===== src/sv/bdq_pkg.sv =====
// Package for the bounded double-ended queue with linear search.
// Holds sizes, operation and status codes, request and result structs, and ring helpers.
// No dependencies.
`timescale 1ns / 1ps
`default_nettype none

package bdq_pkg;

   // Store geometry.
   localparam int DEPTH = 16;
   localparam int IDX_W = $clog2(DEPTH);
   localparam int CNT_W = 5;
   localparam int VAL_W = 32;

   // Operation codes carried in a request.
   localparam logic [2:0] OP_PUSH_BACK  = 3'd0;
   localparam logic [2:0] OP_PUSH_FRONT = 3'd1;
   localparam logic [2:0] OP_POP_FRONT  = 3'd2;
   localparam logic [2:0] OP_POP_BACK   = 3'd3;
   localparam logic [2:0] OP_SEARCH     = 3'd4;

   typedef enum logic [1:0] {
      ST_OK    = 2'd0,
      ST_FULL  = 2'd1,
      ST_EMPTY = 2'd2
   } status_type;

   typedef enum logic {
      S_IDLE = 1'b0,
      S_SCAN = 1'b1
   } state_type;

   typedef struct packed {
      logic [2:0]              op;
      logic signed [VAL_W-1:0] value;
   } req_type;

   typedef struct packed {
      status_type       status;
      logic             found;
      logic [CNT_W-1:0] count;
   } rsp_type;

   // Write and read commands from the sequencer to the entry store.
   typedef struct packed {
      logic             wr_en;
      logic [IDX_W-1:0] wr_addr;
      logic [VAL_W-1:0] wr_data;
      logic [IDX_W-1:0] rd_addr;
   } ram_req_type;

   // Ring position that lies off places behind base, with off below DEPTH.
   function automatic logic [IDX_W-1:0] ring_add(input logic [IDX_W-1:0] base,
                                                input logic [IDX_W-1:0] off);
      logic [IDX_W:0] sum;
      sum = {1'b0, base} + {1'b0, off};
      if (sum >= (IDX_W+1)'(DEPTH)) begin
         sum = sum - (IDX_W+1)'(DEPTH);
      end
      return sum[IDX_W-1:0];
   endfunction

   // Ring position one place before base.
   function automatic logic [IDX_W-1:0] ring_dec(input logic [IDX_W-1:0] base);
      logic [IDX_W-1:0] pos;
      if (base == '0) begin
         pos = IDX_W'(DEPTH - 1);
      end else begin
         pos = base - 1'b1;
      end
      return pos;
   endfunction

endpackage

`default_nettype wire


===== src/sv/bdq_ram.sv =====
// Entry store of the queue: one write port and one read port with registered read data.
// Depends on bdq_pkg for sizes and the command struct.
`timescale 1ns / 1ps
`default_nettype none

module bdq_ram (
   input  wire logic                      clock,
   input  wire bdq_pkg::ram_req_type      ram_req,
   output logic [bdq_pkg::VAL_W-1:0]      rd_data
);
   import bdq_pkg::*;

   logic [VAL_W-1:0] mem [DEPTH];
   logic [VAL_W-1:0] rd_data_ff;

   // Write port.
   always_ff @(posedge clock) begin
      if (ram_req.wr_en) begin
         mem[ram_req.wr_addr] <= ram_req.wr_data;
      end
   end

   // Read port, registered.
   always_ff @(posedge clock) begin
      rd_data_ff <= mem[ram_req.rd_addr];
   end

   assign rd_data = rd_data_ff;

endmodule

`default_nettype wire


===== src/sv/bdq_ctrl.sv =====
// Sequencer of the queue: ring pointers, operation decode and the shared compare unit
// that walks the stored entries one read per cycle during a search.
// Depends on bdq_pkg.
`timescale 1ns / 1ps
`default_nettype none

module bdq_ctrl (
   input  wire logic                  clock,
   input  wire logic                  reset,
   input  wire logic                  start,
   input  wire bdq_pkg::req_type      req_data,
   output logic                       busy,
   output logic                       rsp_strobe,
   output bdq_pkg::rsp_type           rsp_data,
   output bdq_pkg::ram_req_type       ram_req,
   input  wire logic [bdq_pkg::VAL_W-1:0] rd_data
);
   import bdq_pkg::*;

   state_type        state_ff, state_in;
   logic [IDX_W-1:0] front_ff, front_in;
   logic [CNT_W-1:0] count_ff, count_in;
   logic [CNT_W-1:0] scan_ff, scan_in;
   logic             pend_ff, pend_in;
   logic [VAL_W-1:0] value_ff, value_in;
   rsp_type          rsp_ff, rsp_in;
   logic             strobe_ff, strobe_in;

   logic accept;
   logic full;
   logic empty;
   logic match;
   logic scan_done;
   logic issue;

   assign accept = start && !busy;
   assign full   = (count_ff == CNT_W'(DEPTH));
   assign empty  = (count_ff == '0);

   // Shared compare unit: the entry read last cycle against the searched value.
   assign match     = pend_ff && (rd_data == value_ff);
   assign scan_done = match || (!pend_ff && (scan_ff == count_ff));

   // Next state.
   always_comb begin
      state_in = state_ff;
      unique case (state_ff)
         S_IDLE: begin
            if (accept && (req_data.op == OP_SEARCH) && !empty) begin
               state_in = S_SCAN;
            end
         end
         S_SCAN: begin
            if (scan_done) begin
               state_in = S_IDLE;
            end
         end
         default: state_in = S_IDLE;
      endcase
   end

   // State machine outputs.
   always_comb begin
      busy  = 1'b0;
      issue = 1'b0;
      unique case (state_ff)
         S_IDLE: begin
            busy = 1'b0;
         end
         S_SCAN: begin
            busy  = 1'b1;
            issue = (scan_ff != count_ff) && !match;
         end
         default: begin
            busy = 1'b0;
         end
      endcase
   end

   // Pointer updates, store commands and the result of each request.
   always_comb begin
      front_in        = front_ff;
      count_in        = count_ff;
      scan_in         = scan_ff;
      pend_in         = issue;
      value_in        = value_ff;
      rsp_in          = rsp_ff;
      strobe_in       = 1'b0;
      ram_req.wr_en   = 1'b0;
      ram_req.wr_addr = ring_add(front_ff, count_ff[IDX_W-1:0]);
      ram_req.wr_data = req_data.value;
      ram_req.rd_addr = ring_add(front_ff, scan_ff[IDX_W-1:0]);

      if (issue) begin
         scan_in = scan_ff + 1'b1;
      end

      if (accept) begin
         strobe_in     = 1'b1;
         rsp_in.status = ST_OK;
         rsp_in.found  = 1'b0;
         unique case (req_data.op)
            OP_PUSH_BACK: begin
               if (full) begin
                  rsp_in.status = ST_FULL;
               end else begin
                  ram_req.wr_en = 1'b1;
                  count_in      = count_ff + 1'b1;
               end
            end
            OP_PUSH_FRONT: begin
               if (full) begin
                  rsp_in.status = ST_FULL;
               end else begin
                  ram_req.wr_en   = 1'b1;
                  ram_req.wr_addr = ring_dec(front_ff);
                  front_in        = ring_dec(front_ff);
                  count_in        = count_ff + 1'b1;
               end
            end
            OP_POP_FRONT: begin
               if (empty) begin
                  rsp_in.status = ST_EMPTY;
               end else begin
                  front_in = ring_add(front_ff, IDX_W'(1));
                  count_in = count_ff - 1'b1;
               end
            end
            OP_POP_BACK: begin
               if (empty) begin
                  rsp_in.status = ST_EMPTY;
               end else begin
                  count_in = count_ff - 1'b1;
               end
            end
            OP_SEARCH: begin
               // A search over stored entries answers when the walk ends.
               if (!empty) begin
                  strobe_in = 1'b0;
                  value_in  = req_data.value;
                  scan_in   = '0;
                  pend_in   = 1'b0;
               end
            end
            default: begin
               rsp_in.status = ST_OK;
            end
         endcase
         rsp_in.count = count_in;
      end else if ((state_ff == S_SCAN) && scan_done) begin
         strobe_in     = 1'b1;
         rsp_in.status = ST_OK;
         rsp_in.found  = match;
         rsp_in.count  = count_ff;
      end
   end

   // Control registers.
   always_ff @(posedge clock) begin
      if (reset) begin
         state_ff  <= S_IDLE;
         front_ff  <= '0;
         count_ff  <= '0;
         scan_ff   <= '0;
         pend_ff   <= 1'b0;
         strobe_ff <= 1'b0;
      end else begin
         state_ff  <= state_in;
         front_ff  <= front_in;
         count_ff  <= count_in;
         scan_ff   <= scan_in;
         pend_ff   <= pend_in;
         strobe_ff <= strobe_in;
      end
   end

   // Payload registers.
   always_ff @(posedge clock) begin
      value_ff <= value_in;
      rsp_ff   <= rsp_in;
   end

   assign rsp_strobe = strobe_ff;
   assign rsp_data   = rsp_ff;

endmodule

`default_nettype wire


===== src/sv/bounded_deque_with_search.sv =====
// Bounded double-ended queue of 16 signed 32-bit entries with a linear membership search.
// Pushes, pops and a search of an empty store give their result in the cycle after acceptance.
// A search walks the entries front to back, one store read and one compare per cycle,
// until a match or the last entry ends the walk; busy then falls as the result strobe rises.
// The result strobe lasts one cycle and cannot be held off by the receiver.
// Synchronous reset empties the queue; entry contents stay undefined until written.
`timescale 1ns / 1ps
`default_nettype none

module bounded_deque_with_search (
   input  wire logic              clock,
   input  wire logic              reset,
   input  wire logic              start,
   input  wire bdq_pkg::req_type  req_data,
   output logic                   busy,
   output logic                   rsp_strobe,
   output bdq_pkg::rsp_type       rsp_data
);
   import bdq_pkg::*;

   ram_req_type      ram_req;
   logic [VAL_W-1:0] rd_data;

   // Sequencer and compare unit.
   bdq_ctrl u_ctrl (
      .clock      (clock),
      .reset      (reset),
      .start      (start),
      .req_data   (req_data),
      .busy       (busy),
      .rsp_strobe (rsp_strobe),
      .rsp_data   (rsp_data),
      .ram_req    (ram_req),
      .rd_data    (rd_data)
   );

   // Entry store.
   bdq_ram u_ram (
      .clock   (clock),
      .ram_req (ram_req),
      .rd_data (rd_data)
   );

`ifndef SYNTHESIS
   // Count never exceeds the store depth.
   a_count_bound: assert property (@(posedge clock) disable iff (reset)
      rsp_strobe |-> (rsp_data.count <= CNT_W'(DEPTH)))
      else $error("count above depth");

   // Every request other than a search answers in the next cycle.
   a_short_latency: assert property (@(posedge clock) disable iff (reset)
      (start && !busy && (req_data.op != OP_SEARCH)) |=> rsp_strobe)
      else $error("missing result after push or pop");

   // The end of a search walk always delivers a result.
   a_scan_result: assert property (@(posedge clock) disable iff (reset)
      ($fell(busy) && !$past(reset)) |-> rsp_strobe)
      else $error("search ended without a result");

   // Only a successful search reports a hit.
   a_found_ok: assert property (@(posedge clock) disable iff (reset)
      (rsp_strobe && rsp_data.found) |-> (rsp_data.status == ST_OK))
      else $error("found set on a failed request");
`endif

endmodule

`default_nettype wire

===== config.mk =====
export PLATFORM = sky130hd
export DESIGN_NAME = bounded_deque_with_search
export DESIGN_NICKNAME = d
export VERILOG_FILES = /design/src/sv/bdq_pkg.sv /design/src/sv/bdq_ram.sv /design/src/sv/bdq_ctrl.sv /design/src/sv/bounded_deque_with_search.sv
export SDC_FILE = /design/constraint.sdc
export NUM_CORES = 1
export LEC_CHECK = 0
export BUFFER_PORTS_ARGS = -buffer_cell sky130_fd_sc_hd__buf_2
export CAP_MARGIN = 20
export CORE_MARGIN = 8
export CORE_UTILIZATION = 35
export CTS_BUF_LIST = sky130_fd_sc_hd__clkbuf_16
export DETAILED_ROUTE_END_ITERATION = 16
export PLACE_DENSITY_LB_ADDON = 0.08
export RECOVER_POWER = 50
export SLEW_MARGIN = 20
export SYNTH_ARGS = -nofsm -noshare
export SYNTH_HDL_FRONTEND = slang
export SYNTH_SLANG_ARGS = --single-unit

===== constraint.sdc =====
create_clock -name clock -period 6.45 [get_ports clock]
set_input_delay 1.6125 -clock clock [delete_from_list [all_inputs] [get_ports clock]]
set_output_delay 1.6125 -clock clock [all_outputs]
set_load 0.01 [all_outputs]

==> flow_metrics.tcl <==
set metrics [dict create \
    status "complete, but fails checks" \
    violations "max-capacitance violations, max-slew violations" \
    path_max_fanout 36 \
    grt_pass1_vias 12200 \
    drt-total-wl_um 57300 \
    portBuffers 47 \
    num_vias 11500 \
    numCtsBuffers 68 \
    ys.flop_type "edfxtp_1" \
    drv_cap 1 \
    vias_per_cell 5.17 \
    wl_per_cell_um 25.8 \
    ant_nets 0 \
    setup-tns-final_ns 0 \
    tightest_slew_ns 2.65 \
    track_usage 0.154 \
    r2r_cells 8 \
    die_x_um 274 \
    rr_endpoint "u_ctrl.scan_ff[2]" \
    worstHoldEndpoint "u_ctrl.scan_ff[4]" \
    grt_max_degree 54 \
    clk_latency_ns 0.59 \
    start_util 0.355 \
    fmax_mhz 220 \
    dr.first_iter.drc_count 772 \
    post-cts-setup-buffers 0 \
    drive_gt1_frac 0.218 \
    fin_crit_ns 4.54 \
    area_growth_pct 15.4 \
    ff_latch_area_mm2 0.0175 \
    clockBufferDepth 3 \
    antenna_found_initial 2 \
    cts_hold_buf 0 \
    finalClockSkew_ns 0.0194 \
    die_area_mm2 0.0752 \
    htreeDepth 3 \
    final.period_utilization 0.705 \
    fillers 5902 \
    synth_seq_cells 601 \
    ctsResizeCount 0 \
    gp_congestion 0.748 \
    grt_pass1_wl_um 84700 \
    post-route-drc-count 0 \
    cp.arrival_ns 5.02 \
    fp.dieH_um 274 \
    ys_types 55 \
    antenna-diode-count 0 \
    syn_area_per_cell_um2 19.3 \
    cp-end-kind "flip-flop" \
    ys_async_sr_fraction 0 \
    rsz0062_at_grt "no" \
    synthCells 1210 \
    fin_util 0.409 \
    clk_pin_slew_ns 0.05 \
    cellPowerDensity_mw_per_mm2 316 \
    layout_commonest_cell "edfxtp_1" \
    hold_depth 2 \
    overflow 0 \
    mostFrequentLayoutCells "551 x edfxtp_1, 128 x mux4_2, 87 x nand2_1, 71 x clkbuf_16, 50 x dfxtp_1" \
    core_region_area_mm2 0.0659 \
    num_io_pins 48 \
    synth_warnings 0 \
    min_path_type "reg -> reg" \
    synth.cell_area_mm2 0.0234 \
    ys_seq_area_frac 0.751 \
    path_class "in -> reg" \
    r2r-start "u_ctrl.count_ff[0]" \
    multi_input_area_mm2 0.00564 \
    syn-num-nets 1261 \
    cp-start-kind "input port" \
    relSlewSlack -0.767 \
    max-vdd-ir-drop_v 0.000227 \
    hold_path.startpoint "u_ctrl.scan_ff[4]" \
    setup_viol 0 \
    finalNetCount 1351 \
    synth-edff-count 551 \
    firstDrtPassIters 5 \
    cellLeakagePower_nw 8.53 \
    cts-root-buf "clkbuf_16" \
    hold_violations 0 \
    cts.sink_count 601 \
    rows 94 \
    cp.required_ns 6.93 \
    r2r_slack_ns 2.31 \
    place_hpwl_um 34000 \
    drv_slew 37 \
    cts_tree "done" \
]
==> kinds of logic after synthesis <==
family,Yosys count,share of synthesized area
XOR/XNOR,49,0.0184
flip-flops,601,0.751
AND/OR/NAND/NOR,217,0.0472
buffers and inverters,72,0.0132
multiplexers,134,0.126
AO/OA/AOI/OAI,124,0.0362
adder cells (fa/ha/maj),13,0.00761
==> how the worst max path moves through the flow <==
stage | from | endpoint | slack (ns)
after detailed placement | req_data[33] | u_ram.mem[0][13] | 1.53
after global placement | req_data[33] | u_ram.mem[0][13] | 1.59
after CTS | req_data[33] | u_ram.mem[0][9] | 2.15
final | start | u_ctrl.scan_ff[2] | 1.91
after global routing | start | u_ctrl.scan_ff[2] | 1.74
after floorplan | req_data[34] | u_ram.mem[14][0] | 1.07
==> routing by layer <==
layer  wire length [um]  vias to the layer above  GRT usage
li1                   -                     5096          -
met1              26100                     6074      0.211
met2              27800                      210      0.251
met3               2170                       83     0.0291
met4               1200                        2     0.0403
met5                 13                        -          0
==> final cells by class <==
| cell class | count | share of cell area |
|---|---|---|
| tap | 864 | 0.0401 |
| clock buffer | 71 | 0.0659 |
| sequential | 601 | 0.651 |
| inverter | 12 | 0.00167 |
| timing repair buffer | 80 | 0.0175 |
| multi-input combinational | 537 | 0.209 |
| clock inverter | 54 | 0.0143 |
==> per-stage QoR <==
| stage | hold WS, ns | std cells | setup slack [ns] | cell area [um2] | power, mW |
|---|---|---|---|---|---|
| floorplan | 0.458 | 1210 | 1.07 | 23400 | 4.68 |
| global placement | 0.479 | 2093 | 1.59 | 24800 | 4.87 |
| detailed placement | 0.493 | 2094 | 1.53 | 24900 | 4.88 |
| CTS | 0.504 | 2219 | 2.15 | 27000 | 8.64 |
| global route | 0.532 | 2219 | 1.74 | 26900 | 8.81 |
| finish | 0.497 | 2219 | 1.91 | 26900 | 8.51 |
==> registers in the layout, summed over array words and instances, names as in the netlist, 4 cells and up <==
signal / cells
u_ram.mem: 512
u_ctrl.value_ff: 32
u_ram.rd_data: 32
u_ctrl.rsp_data: 8
u_ctrl.count_ff: 5
u_ctrl.scan_ff: 5
u_ctrl.front_ff: 4
==> where the power goes <==
| part | leakage, nW | internal [mW] | switching, mW | total, mW |
|---|---|---|---|---|
| registers | 5.38 | 4.31 | 0.0289 | 4.34 |
| clock network | 1.12 | 2.20 | 1.54 | 3.74 |
| logic | 2.03 | 0.162 | 0.274 | 0.436 |
==> critical path, cell delays in order <==
cell and delay [ns]:
clkbuf_1 0.12, nand2b_1 0.33, nor4_4 0.35, clkbuf_1 1.89, or2_2 0.41, nor2_1 0.05
a31o_2 0.24
==> cell usage after synthesis (all sizes together), types with 2 or more instances <==
library cell | instances | area share
a21oi | 18 | 0.0040
o31ai | 4 | 0.0019
and2 | 34 | 0.0091
nor2 | 26 | 0.0042
o21ai | 14 | 0.0032
xnor2 | 36 | 0.014
mux2 | 2 | 0.00096
buf | 29 | 0.0062
or2 | 3 | 0.00080
mux4 | 128 | 0.12
a211oi | 35 | 0.011
nor4 | 6 | 0.0025
or3 | 5 | 0.0013
nand2 | 87 | 0.014
dfxtp | 50 | 0.043
edfxtp | 551 | 0.71
nor2b | 4 | 0.0011
and3 | 3 | 0.00080
clkbuf | 31 | 0.0050
a21o | 3 | 0.00096
nor3 | 15 | 0.0032
nand3 | 7 | 0.0015
nand4 | 16 | 0.0043
nand2b | 4 | 0.0011
xor2 | 13 | 0.0049
nor3b | 2 | 0.00064
o221ai | 3 | 0.0014
fa | 2 | 0.0017
o21a | 4 | 0.0013
mux2i | 4 | 0.0017
ha | 11 | 0.0059
a31oi | 36 | 0.0096
inv | 12 | 0.0019
No activity file was read; power rests on OpenSTA's default activity.
